File: src/psum_pkg.sv
// Shared constants, controller states and command/status types for the prime sum unit.
`timescale 1ns / 1ps

package psum_pkg;

    localparam int LIMIT_WIDTH_DEF = 18;
    localparam int SUM_WIDTH_DEF   = 32;
    localparam int UPPER_RESET     = 225286;
    localparam int OUT_WIDTH       = ((SUM_WIDTH_DEF + 7) / 8) * 8;

    typedef enum logic [2:0] {
        S_IDLE,
        S_EVAL,
        S_TEST,
        S_DIV,
        S_ADD,
        S_NEXT,
        S_FINISH
    } t_state;

    // Commands from the controller to the datapath.
    typedef struct packed {
        logic load_item;
        logic next_cand;
        logic div_start;
        logic next_div;
        logic add_cand;
        logic load_out;
    } t_cmd;

    // Status from the datapath to the controller.
    typedef struct packed {
        logic over_range;
        logic cand_gt_lim;
        logic cand_is_two;
        logic cand_even;
        logic sq_gt_cand;
        logic div_done;
        logic rem_zero;
        logic out_busy;
    } t_stat;

endpackage

File: src/psum_rem.sv
// Iterative restoring remainder unit: one dividend bit per cycle.
`timescale 1ns / 1ps

module psum_rem #(
    parameter int WIDTH = 18
) (
    input  logic             i_clk,
    input  logic             i_rst_n,
    input  logic             i_start,
    input  logic [WIDTH-1:0] i_dividend,
    input  logic [WIDTH-1:0] i_divisor,
    output logic             o_done,
    output logic             o_rem_zero
);

    localparam int CW = $clog2(WIDTH + 1);

    logic [CW-1:0]    r_cnt,   n_cnt;
    logic [WIDTH-1:0] r_shift, n_shift;
    logic [WIDTH-1:0] r_rem,   n_rem;
    logic [WIDTH-1:0] r_div,   n_div;
    logic             r_done,  n_done;
    logic [WIDTH:0]   w_trial;

    assign w_trial = {r_rem, r_shift[WIDTH-1]};

    always_comb begin
        n_cnt   = r_cnt;
        n_shift = r_shift;
        n_rem   = r_rem;
        n_div   = r_div;
        n_done  = 1'b0;
        if (i_start) begin
            n_cnt   = CW'(WIDTH);
            n_shift = i_dividend;
            n_rem   = '0;
            n_div   = i_divisor;
        end else if (r_cnt != '0) begin
            n_cnt   = r_cnt - 1'b1;
            n_shift = {r_shift[WIDTH-2:0], 1'b0};
            if (w_trial >= {1'b0, r_div}) begin
                n_rem = WIDTH'(w_trial - {1'b0, r_div});
            end else begin
                n_rem = WIDTH'(w_trial);
            end
            n_done = (r_cnt == CW'(1));
        end
    end

    always_ff @(posedge i_clk) begin
        if (!i_rst_n) begin
            r_cnt  <= '0;
            r_done <= 1'b0;
        end else begin
            r_cnt  <= n_cnt;
            r_done <= n_done;
        end
        r_shift <= n_shift;
        r_rem   <= n_rem;
        r_div   <= n_div;
    end

    assign o_done     = r_done;
    assign o_rem_zero = (r_rem == '0);

    // A new division is never started while one is still running.
    a_no_restart: assert property (@(posedge i_clk) disable iff (!i_rst_n)
        i_start |-> (r_cnt == '0))
        else $error("remainder unit restarted while busy");

    // The done pulse follows exactly the last step of a division.
    a_done_after_last: assert property (@(posedge i_clk) disable iff (!i_rst_n)
        (r_cnt == CW'(1) && !i_start) |=> (r_done && r_cnt == '0))
        else $error("remainder unit done pulse missing");

    // The partial remainder always stays below the divisor after a step.
    a_rem_bound: assert property (@(posedge i_clk) disable iff (!i_rst_n)
        (r_cnt != '0 && !i_start) |=> (r_rem < r_div))
        else $error("partial remainder not below divisor");

endmodule

File: src/psum_dp.sv
// Datapath: limit, candidate, trial divisor and its square, running sum, output register.
`timescale 1ns / 1ps

module psum_dp #(
    parameter int LIMIT_WIDTH = psum_pkg::LIMIT_WIDTH_DEF,
    parameter int SUM_WIDTH   = psum_pkg::SUM_WIDTH_DEF
) (
    input  logic                     i_clk,
    input  logic                     i_rst_n,
    input  psum_pkg::t_cmd           i_cmd,
    output psum_pkg::t_stat          o_stat,
    input  logic [LIMIT_WIDTH-1:0]   i_limit,
    input  logic                     i_cfg_we,
    input  logic [LIMIT_WIDTH-1:0]   i_cfg_data,
    output logic                     o_m_tvalid,
    input  logic                     i_m_tready,
    output logic [((SUM_WIDTH+7)/8)*8-1:0] o_m_tdata,
    output logic                     o_m_tuser
);

    import psum_pkg::*;

    localparam int LW = LIMIT_WIDTH;
    localparam int TW = ((SUM_WIDTH + 7) / 8) * 8;
    localparam int AW = ((SUM_WIDTH > LW + 1) ? SUM_WIDTH : LW + 1) + 1;

    logic [LW-1:0]        r_upper;
    logic [LW-1:0]        r_lim;
    logic                 r_flag;
    logic [LW:0]          r_cand;
    logic [LW-1:0]        r_div;
    logic [LW+1:0]        r_sq;
    logic [SUM_WIDTH-1:0] r_sum;
    logic                 r_out_valid;
    logic [SUM_WIDTH-1:0] r_out_sum;
    logic                 r_out_flag;
    logic [AW-1:0]        w_sum_ext;
    logic [SUM_WIDTH-1:0] n_sum;
    logic                 w_div_done;
    logic                 w_rem_zero;

    psum_rem #(
        .WIDTH(LW)
    ) u_rem (
        .i_clk      (i_clk),
        .i_rst_n    (i_rst_n),
        .i_start    (i_cmd.div_start),
        .i_dividend (r_cand[LW-1:0]),
        .i_divisor  (r_div),
        .o_done     (w_div_done),
        .o_rem_zero (w_rem_zero)
    );

    // Saturating accumulation of the current candidate.
    always_comb begin
        w_sum_ext = AW'(r_sum) + AW'(r_cand);
        if (w_sum_ext > AW'({SUM_WIDTH{1'b1}})) begin
            n_sum = '1;
        end else begin
            n_sum = SUM_WIDTH'(w_sum_ext);
        end
    end

    always_ff @(posedge i_clk) begin
        if (!i_rst_n) begin
            r_upper     <= LW'(UPPER_RESET);
            r_out_valid <= 1'b0;
            r_div       <= LW'(3);
            r_sq        <= (LW+2)'(9);
        end else begin
            if (i_cfg_we) begin
                r_upper <= i_cfg_data;
            end
            if (i_cmd.load_out) begin
                r_out_valid <= 1'b1;
            end else if (i_m_tready) begin
                r_out_valid <= 1'b0;
            end
            if (i_cmd.load_item || i_cmd.next_cand) begin
                r_div <= LW'(3);
                r_sq  <= (LW+2)'(9);
            end else if (i_cmd.next_div) begin
                r_div <= r_div + LW'(2);
                r_sq  <= r_sq + (LW+2)'({r_div, 2'b00}) + (LW+2)'(4);
            end
        end
        if (i_cmd.load_item) begin
            r_lim  <= i_limit;
            r_flag <= (i_limit > r_upper);
            r_cand <= (LW+1)'(2);
            r_sum  <= '0;
        end else begin
            if (i_cmd.next_cand) begin
                r_cand <= r_cand + 1'b1;
            end
            if (i_cmd.add_cand) begin
                r_sum <= n_sum;
            end
        end
        if (i_cmd.load_out) begin
            r_out_sum  <= r_sum;
            r_out_flag <= r_flag;
        end
    end

    always_comb begin
        o_stat.over_range  = r_flag;
        o_stat.cand_gt_lim = (r_cand > {1'b0, r_lim});
        o_stat.cand_is_two = (r_cand == (LW+1)'(2));
        o_stat.cand_even   = ~r_cand[0];
        o_stat.sq_gt_cand  = (r_sq > (LW+2)'(r_cand));
        o_stat.div_done    = w_div_done;
        o_stat.rem_zero    = w_rem_zero;
        o_stat.out_busy    = r_out_valid & ~i_m_tready;
    end

    assign o_m_tvalid = r_out_valid;
    assign o_m_tdata  = TW'(r_out_sum);
    assign o_m_tuser  = r_out_flag;

    // The incremental square tracks the trial divisor exactly.
    a_square: assert property (@(posedge i_clk) disable iff (!i_rst_n)
        r_sq == (LW+2)'(r_div * r_div))
        else $error("divisor square out of step");

    // A new result never overwrites one that is still waiting.
    a_no_overwrite: assert property (@(posedge i_clk) disable iff (!i_rst_n)
        i_cmd.load_out |-> !(r_out_valid && !i_m_tready))
        else $error("result overwritten");

    // An out-of-range item never accumulates anything.
    a_flag_zero: assert property (@(posedge i_clk) disable iff (!i_rst_n)
        (i_cmd.load_out && r_flag) |-> (r_sum == '0))
        else $error("out-of-range item with nonzero sum");

endmodule

File: src/psum_ctrl.sv
// Controller state machine that walks the candidates and trial divisors.
`timescale 1ns / 1ps

module psum_ctrl (
    input  logic            i_clk,
    input  logic            i_rst_n,
    input  logic            i_s_tvalid,
    output logic            o_s_tready,
    input  psum_pkg::t_stat i_stat,
    output psum_pkg::t_cmd  o_cmd
);

    import psum_pkg::*;

    t_state r_state, n_state;

    always_comb begin
        n_state = r_state;
        case (r_state)
            S_IDLE: begin
                if (i_s_tvalid) begin
                    n_state = S_EVAL;
                end
            end
            S_EVAL: begin
                if (i_stat.over_range || i_stat.cand_gt_lim) begin
                    n_state = S_FINISH;
                end else if (i_stat.cand_is_two) begin
                    n_state = S_ADD;
                end else if (i_stat.cand_even) begin
                    n_state = S_NEXT;
                end else begin
                    n_state = S_TEST;
                end
            end
            S_TEST: begin
                if (i_stat.sq_gt_cand) begin
                    n_state = S_ADD;
                end else begin
                    n_state = S_DIV;
                end
            end
            S_DIV: begin
                if (i_stat.div_done) begin
                    n_state = i_stat.rem_zero ? S_NEXT : S_TEST;
                end
            end
            S_ADD:    n_state = S_NEXT;
            S_NEXT:   n_state = S_EVAL;
            S_FINISH: begin
                if (!i_stat.out_busy) begin
                    n_state = S_IDLE;
                end
            end
            default:  n_state = S_IDLE;
        endcase
    end

    always_comb begin
        o_cmd      = '0;
        o_s_tready = 1'b0;
        case (r_state)
            S_IDLE: begin
                o_s_tready      = 1'b1;
                o_cmd.load_item = i_s_tvalid;
            end
            S_TEST:   o_cmd.div_start = ~i_stat.sq_gt_cand;
            S_DIV:    o_cmd.next_div  = i_stat.div_done & ~i_stat.rem_zero;
            S_ADD:    o_cmd.add_cand  = 1'b1;
            S_NEXT:   o_cmd.next_cand = 1'b1;
            S_FINISH: o_cmd.load_out  = ~i_stat.out_busy;
            default: begin
                o_cmd      = '0;
            end
        endcase
    end

    always_ff @(posedge i_clk) begin
        if (!i_rst_n) begin
            r_state <= S_IDLE;
        end else begin
            r_state <= n_state;
        end
    end

    // A division result is only awaited after a division was started.
    a_div_entry: assert property (@(posedge i_clk) disable iff (!i_rst_n)
        (r_state == S_DIV && $past(r_state) != S_DIV) |-> $past(o_cmd.div_start))
        else $error("division wait entered without start");

    // Each finished item leaves the controller with exactly one result load.
    a_finish_exit: assert property (@(posedge i_clk) disable iff (!i_rst_n)
        (r_state == S_FINISH && n_state == S_IDLE) |-> o_cmd.load_out)
        else $error("item finished without result");

    // At most one datapath command is issued per cycle.
    a_one_cmd: assert property (@(posedge i_clk) disable iff (!i_rst_n)
        $onehot0(o_cmd))
        else $error("conflicting datapath commands");

endmodule

File: src/prime_sum_up_to_limit_unit.sv
// Top level of the prime sum unit: sums all primes up to a limit by trial division.
`timescale 1ns / 1ps

// Usage:
// The slave stream takes one item per request: tdata carries the limit in its
// low LIMIT_WIDTH bits. The master stream returns one item per request: tdata
// carries the prime sum (SUM_WIDTH bits) and tuser the out-of-range flag. A limit
// above the upper bound register yields a zero sum with the flag set.
// The configuration channel writes the upper bound; it is always ready. The upper
// bound is to be written only while the unit is idle; the unit does not enforce this.
// One item is processed at a time. Every candidate from 2 to the limit passes
// through the evaluation and next-candidate states, and each odd candidate is
// tried against odd trial divisors d from 3 with d*d <= candidate until one
// divides it, each trial a division in the bit-serial remainder unit, which
// dominates the run time. A limit below two goes from evaluation straight to
// the finish state; the next item is accepted once the controller is idle.
// The result sits in an output register; while the receiver stalls the unit
// holds it, and a later item waits in the finish state until its result can
// be stored. Reset (synchronous, active low) empties the output register,
// returns the controller to idle and restores the upper bound to 225286.

module prime_sum_up_to_limit_unit #(
    parameter int LIMIT_WIDTH = psum_pkg::LIMIT_WIDTH_DEF,
    parameter int SUM_WIDTH   = psum_pkg::SUM_WIDTH_DEF
) (
    input  logic                                   i_clk,
    input  logic                                   i_rst_n,
    // Input item: bits [LIMIT_WIDTH-1:0] limit, rest zero padding.
    input  logic                                   i_s_tvalid,
    output logic                                   o_s_tready,
    input  logic [((LIMIT_WIDTH+7)/8)*8-1:0]       i_s_tdata,
    // Result item: bits [SUM_WIDTH-1:0] prime_sum, rest zero padding.
    output logic                                   o_m_tvalid,
    input  logic                                   i_m_tready,
    output logic [((SUM_WIDTH+7)/8)*8-1:0]         o_m_tdata,
    // Result flag: bit [0] out_of_range.
    output logic                                   o_m_tuser,
    // Upper bound register write.
    input  logic                                   i_cfg_valid,
    output logic                                   o_cfg_ready,
    input  logic [LIMIT_WIDTH-1:0]                 i_cfg_data
);

    import psum_pkg::*;

    t_cmd  w_cmd;
    t_stat w_stat;

    // The upper bound register accepts a write in any cycle.
    assign o_cfg_ready = 1'b1;

    psum_ctrl u_ctrl (
        .i_clk      (i_clk),
        .i_rst_n    (i_rst_n),
        .i_s_tvalid (i_s_tvalid),
        .o_s_tready (o_s_tready),
        .i_stat     (w_stat),
        .o_cmd      (w_cmd)
    );

    psum_dp #(
        .LIMIT_WIDTH (LIMIT_WIDTH),
        .SUM_WIDTH   (SUM_WIDTH)
    ) u_dp (
        .i_clk      (i_clk),
        .i_rst_n    (i_rst_n),
        .i_cmd      (w_cmd),
        .o_stat     (w_stat),
        .i_limit    (i_s_tdata[LIMIT_WIDTH-1:0]),
        .i_cfg_we   (i_cfg_valid),
        .i_cfg_data (i_cfg_data),
        .o_m_tvalid (o_m_tvalid),
        .i_m_tready (i_m_tready),
        .o_m_tdata  (o_m_tdata),
        .o_m_tuser  (o_m_tuser)
    );

endmodule
File: config.mk
export PLATFORM = sky130hd
export DESIGN_NAME = prime_sum_up_to_limit_unit
export DESIGN_NICKNAME = d
export VERILOG_FILES = /design/src/psum_pkg.sv /design/src/psum_rem.sv /design/src/psum_dp.sv /design/src/psum_ctrl.sv /design/src/prime_sum_up_to_limit_unit.sv
export SDC_FILE = /design/constraint.sdc
export NUM_CORES = 1
export LEC_CHECK = 0
export ABC_AREA = 0
export BUFFER_PORTS_ARGS = -buffer_cell sky130_fd_sc_hd__buf_4
export CORE_ASPECT_RATIO = 1.75
export CORE_MARGIN = 2
export CORE_UTILIZATION = 55
export DETAILED_ROUTE_END_ITERATION = 16
export PLACE_DENSITY = 0.73
export SLEW_MARGIN = 20
export SYNTH_ARGS = -nofsm -noshare
export SYNTH_HDL_FRONTEND = slang
export SYNTH_SLANG_ARGS = --single-unit
export TNS_END_PERCENT = 5
File: constraint.sdc
create_clock -name i_clk -period 2.8 [get_ports i_clk]
set_input_delay 0.56 -clock i_clk [delete_from_list [all_inputs] [get_ports i_clk]]
set_output_delay 0.56 -clock i_clk [all_outputs]
set_load 0.005 [all_outputs]
Word-level counts from Yosys, hierarchy flattened
Cells that the tools add are included.
W data, S select, Z words.
{ "totals": {"input_bits": 47, "out_inout_bits": 36, "reg_bits": 223, "word_cells": 83} }
{ "op_classes": {"n_addsub": 7, "reduce_logical": 11, "n_eq_ne": 11, "mux": 24, "bitwise_logic": 8, "magnitude_cmp": 5} }
{ "ops": {"columns": ["operator", "n"], "rows": [
  ["$mux W18", 3],
  ["$add A32 B19 Y33", 1],
  ["$gt A33 B32 Y1 const B", 1],
  ["$mux W32", 1],
  ["$mux W3", 8],
  ["$pmux W3 S7", 1],
  ["$add A20 B20 Y20", 1],
  ["$add A20 B3 Y20 const B", 1],
  ["$gt A20 B19 Y1", 1],
  ["$add A19 B1 Y19 const B", 1],
  ["$eq A19 B2 Y1 const B", 1],
  ["$ge A19 B18 Y1", 1],
  ["$gt A19 B18 Y1", 1],
  ["$add A18 B2 Y18 const B", 1],
  ["$gt A18 B18 Y1", 1],
  ["$logic_not A18 Y1", 1],
  ["$sub A18 B18 Y18", 1],
  ["$mux W5", 2],
  ["$eq A3 B3 Y1 const B", 3],
  ["$mux W1", 9],
  ["$eq A3 B2 Y1 const B", 2],
  ["$not A1 Y1", 6],
  ["$eq A5 B1 Y1 const B", 1],
  ["$reduce_bool A5 Y1", 1],
  ["other kinds (11)", 16]
]} }

Depth between registers and ports, before layout
{ "logic_depth": {"ltp_word": 5, "depth_mapped": 13, "depth_no_buf": 13} }

Hierarchy
From an unflattened synthesis, not the netlist that was laid out.
{ "unflattened": {"hier_cells": 1342, "area_unflattened_um2": 12962.4} }
{ "modules_own_cells": {"columns": ["module", "area_each_um2", "instances", "seq_area_each_um2", "cells_each"], "rows": [
  ["psum_dp", 8974.9, 1, 3643.5, 931],
  ["psum_rem", 3627.2, 1, 1561.5, 360],
  ["psum_ctrl", 349.1, 1, 60.1, 49],
  ["prime_sum_up_to_limit_unit", 11.3, 1, 0.0, 2]
]} }

Least setup slack after synthesis
No wires, ideal clock.
{ "synth_path": {"kind": "reg2reg", "start": "register u_dp.r_cand[17]", "end": "register u_dp.u_rem.r_shift[0] (enable)", "required_ns": 2.427, "slack_ns": -0.249, "arrival_ns": 2.676, "synth_period_minus_slack_ns": 3.049, "n_path_buf": 1, "stages_incl_launch_ff": 13, "setup_ns": 0.373, "cell_sequence": "dfxtp_1 -> inv_1 -> ha_1 -> nand3_1 -> or3_1 -> nor4_1 -> a32o_1 -> a31oi_1 -> or3_1 -> clkbuf_1 -> inv_2 -> nor2_1 -> inv_1"} }
{ "synth_between": {"elab_chain_cells": 4} }
{ "synth_lines": {"columns": ["element", "line", "source"], "rows": [
  ["start: declaration", "psum_dp.sv:30", "logic [LW:0] r_cand;"],
  ["start signal: assignment", "psum_dp.sv:90", "r_cand <= (LW+1)'(2);"],
  ["start signal: assignment", "psum_dp.sv:94", "r_cand <= r_cand + 1'b1;"],
  ["$gt A20 B19 Y1", "psum_dp.sv:111", "o_stat.sq_gt_cand = (r_sq > (LW+2)'(r_cand));"],
  ["$not A1 Y1", "psum_ctrl.sv:67", "S_TEST: o_cmd.div_start = ~i_stat.sq_gt_cand;"],
  ["$mux W1", "psum_ctrl.sv:62", "case (r_state)"],
  ["$reduce_bool A2 Y1 (no source line)", null, null],
  ["end signal: assignment", "psum_rem.sv:58", "r_shift <= n_shift;"],
  ["end: declaration", "psum_rem.sv:19", "logic [WIDTH-1:0] r_shift, n_shift;"]
]} }
No other way between the ends.
A chain may end at the register's enable or synchronous reset.

Final worst setup path
{ "layout_path": {"start": "register u_dp.r_cand[18]", "end": "register u_dp.u_rem.r_shift[10] (enable)"} }
The elaborated chain is that of the path after synthesis.

==> run_results.csv <==
group,metric,value,unit
run_status,status,"complete, no violations",
placement,placedCellCount,1735,
final_layout,syn2layout_area_growth,20.9,%
synth,synth-edff-count,87,
worst_setup_path,cp_cell_sequence,"inv_1 > ha_1 > nand3_1 > or3_1 > nor4_2 > a32o_2 > a31oi_4 > or3_4 > inv_4 > nor2_2 > inv_2 > buf_12",
floorplanning,die_h,202,um
worst_setup_path,critPathTopFamily,"simple AND/OR/NAND/NOR gates",
floorplanning,die_w,117,um
synth,synth_fa_ha_area_share,13.4,%
synth,synth_top_area_share,21.3,%
hold_path,hp-start,"i_s_tdata[0]",
detailed_routing,drtPass1Iterations,5,
worst_setup_path,path_max_fanout,18,
timing,max_clock_freq,0.362,GHz
detailed_routing,routed_wl,29.4,mm
power_and_ir_drop,leakage,0.00650,uW
timing,finalHoldViolCount,0,
worst_setup_path,slowest_stage,"or3_1",
worst_setup_path,endpoint_kind,"register",
global_route,grt_usage,24.9,%
synth,yosys.area.top_type,"dfxtp_1",
placement,portBuffers,75,
timing,postLayoutSetupSlackWorst,36.3,ps
global_route,grt_pass1_vias,10300,
synth,synthMuxAreaShare,1.31,%
synth,syn-num-nets,1480,
hold_path,hold_path.class,"in2reg",
clocking,h-tree-depth,1,
synth,synth_compound_area_share,17.8,%
final_layout,fin_area,0.0149,mm2
detailed_routing,wl_per_cell,16.5,um
clocking,worstSkewPairLatency,530,ps
synth,synth_cell_types,77,
timing,drv_slew,0,
worst_setup_path,cp-start-kind,"register",
detailed_routing,viasPerCell,5.74,
timing,layout_min_cycle_time,2760,ps
floorplanning,initial_utilization,55.9,%
worst_setup_path,cp_num_buf_inv,4,
global_route,grt_max_degree,38,
clocking,cts_tree,"done",
floorplanning,die_area,0.0237,mm2
synth,ys.flop_type,"dfxtp_1",
worst_setup_path,r2r-start,"u_dp.r_cand[18]$_SDFFE_PP0P_",
synth,synth_area_per_cell,9.47,um2
timing,min_period_over_period,98.7,%
placement,post-place-ws,-89.8,ps
floorplanning,coreArea,0.0221,mm2
synth,netlist_area,0.0123,mm2
clocking,cts_root_buf,"clkbuf_16",
synth,async_flop_share,0,%
synth,synth-simple-area-share,15.4,%
detailed_routing,vias,10200,
final_layout,nFillCells,1729,
final_layout,fin_nets,1643,
timing,rsz0062_at_grt,"true",
power_and_ir_drop,p_per_area,738,mW/mm2
detailed_routing,first_iter_violations,604,
clocking,cts_hold_buf,0,
clocking,cts_buffers,21,
placement,dp.final_hpwl,21.8,mm
synth,yosysWarnings,0,
timing,finalSetupViolCount,0,
detailed_routing,drc,0,
timing,worst_pin_slew,735,ps
job,drv_cap,0,
power_and_ir_drop,worst_ir_drop_vdd,0.503,mV
synth,synth_top_family_by_area,"compound AO/OA/AOI/OAI gates",
final_layout,drive_above_1_share,18.8,%
clocking,clockBufferDepth,3,
synth,ys_seq_area_share,42.4,%
floorplanning,rows,72,
global_route,antenna_found_initial,0,
synth,synthCells,1303,
hold_path,hold_path_depth,1,
synth,ys_ff_latch,218,
detailed_routing,ant_nets,0,
worst_setup_path,rr_worst_depth,12,
synth,synthTopCellsByArea,"dfxtp_1 21%, edfxtp_1 21%, ha_1 13%",
worst_setup_path,r2r-end,"u_dp.u_rem.r_shift[10]$_DFFE_PP_",
timing,clock_skew,28.2,ps
placement,finalWeightedCongestion,0.906,
floorplanning,io-pin-count,83,
worst_setup_path,rrSetupSlack,40,ps
worst_setup_path,slowest_delay,380,ps
worst_setup_path,cp.required,3020,ps
timing,max_slew_margin,50.8,%
global_route,overflow,0,
worst_setup_path,cp_data_arrival_time,2980,ps
placement,place_area,0.0139,mm2
final_layout,finalNonFillerCells,1777,
synth,synthXorXnorAreaFrac,5.18,%
hold_path,hold_end,"u_dp.r_lim[0]$_DFFE_PP_",
clocking,clk_pin_slew_worst_paths,70,ps
final_layout,diodes,0,
worst_setup_path,crit_type,"reg2reg",
global_route,grt_pass1_wl,47.6,mm
clocking,cts_sinks,218,
report_power, final:
| part | total [uW] | internal, uW | switching (uW) | leakage (uW) |
|---|---|---|---|---|
| clock network | 3050 | 1790 | 1260 | 0.000351 |
| logic | 3650 | 1610 | 2040 | 0.00423 |
| registers | 4310 | 3950 | 361 | 0.00193 |
| total | 11000 | 7350 | 3660 | 0.00650 |
metal layers:
metal | up-vias | wire [um] | global-route usage (%)
met5 | - | 0 | 0
met4 | 0 | 1660 | 13.4
met3 | 98 | 955 | 2.49
met2 | 235 | 15400 | 44.9
met1 | 4804 | 11300 | 28.0
li1 | 5062 | - | -
per-stage QoR:
stage	power [uW]	setup TNS [ps]	hold WS (ps)	util, %
floorplan	6880	0	428	-
global placement	7820	-121	452	63.0
detailed placement	7940	-1580	454	63.0
CTS	11000	-15.1	200	66.5
global route	11700	-3160	206	67.6
finish	11000	0	217	67.6
kinds of logic (layout without fill, tap and decap cells):
logic type	count (synthesis)	count (layout)
simple gates	388	388
fa+ha+maj	130	130
flops	218	218
xor+xnor	73	73
mux	16	16
other cells	1	1
compound gates	333	333
buf+inv	144	322
sequential cells by signal (all words and copies together) (netlist names), 3 cells and up:
name,cells
u_ctrl.r_state,3
u_dp.o_m_tdata,32
u_dp.r_cand,19
u_dp.r_div,17
u_dp.r_lim,18
u_dp.r_sq,17
u_dp.r_sum,32
u_dp.r_upper,18
u_dp.u_rem.r_cnt,5
u_dp.u_rem.r_div,17
u_dp.u_rem.r_rem,18
u_dp.u_rem.r_shift,18
synth_stat cells, types with 4 or more instances:
cell type / instances
nor2b_1: 23
nand2_1: 114
nor4_1: 13
a211oi_1: 12
nand2b_1: 9
nand4_1: 20
xnor2_1: 53
and4_1: 6
nand3b_1: 4
and3_1: 17
or3_1: 10
a21o_1: 30
buf_1: 6
dfxtp_1: 131
a31oi_1: 28
a21oi_1: 71
edfxtp_1: 87
nor2_1: 95
a311oi_1: 13
o21a_1: 18
and2_1: 5
a21boi_0: 5
o21bai_1: 11
mux2i_1: 15
clkbuf_1: 31
o31ai_1: 5
nand3_1: 32
a211o_1: 5
o21ai_0: 84
nor3_1: 21
o211ai_1: 14
ha_1: 127
inv_1: 100
xor2_1: 20
cell usage in the layout (no fill, tap or decap), types with 14 or more instances in the layout:
cell       instances
a21o_1            30
a21oi_1           70
a31oi_1           25
and3_1            16
buf_4            179
clkbuf_16         23
dfxtp_1          122
edfxtp_1          87
ha_1             121
inv_1             99
mux2i_1           15
nand2_1          114
nand3_1           31
nand4_1           20
nor2_1            90
nor2b_1           22
nor3_1            21
o211ai_1          14
o21a_1            18
o21ai_0           81
xnor2_1           53
xor2_1            20
worst max path at each step:
stage / startpoint / end / cells past startpoint / slack (ps)
global route: u_dp.r_cand[18]$_SDFFE_PP0P_ / u_dp.u_rem.r_shift[10]$_DFFE_PP_ / 12 / -90
global placement: u_dp.r_sq[12]$_SDFFE_PP0P_ / u_dp.r_sq[19]$_SDFFE_PP0P_ / 11 / -90
detailed placement: u_dp.r_cand[0]$_SDFFE_PP0P_ / u_dp.r_sum[27]$_SDFFE_PP0P_ / 11 / -90
floorplan: u_dp.r_cand[18]$_SDFFE_PP0P_ / u_dp.u_rem.r_shift[0]$_SDFFCE_PN0P_ / 12 / 10
CTS: u_dp.r_cand[0]$_SDFFE_PP0P_ / u_dp.r_sum[27]$_SDFFE_PP0P_ / 11 / -20
finish: u_dp.r_cand[18]$_SDFFE_PP0P_ / u_dp.u_rem.r_shift[10]$_DFFE_PP_ / 12 / 40
what timing repair did:
item                                    CTS  global route
hold endpoints to repair                  0             0
endpoints found under the setup margin   86           104
gates resized for setup                   8            40
setup buffers                             0             4
pin swaps                                 5            16
layout make-up:
class | instances | area [um2] | area share, %
Clock buffer | 28 | 594 | 3.98
Inverter | 102 | 385 | 2.58
Sequential cell | 218 | 5250 | 35.2
Clock inverter | 10 | 140 | 0.940
Timing Repair Buffer | 182 | 1400 | 9.35
Tap cell | 296 | 370 | 2.48
Multi-Input combinational cell | 941 | 6780 | 45.5
Note: power is estimated with default switching activity, not from simulation.
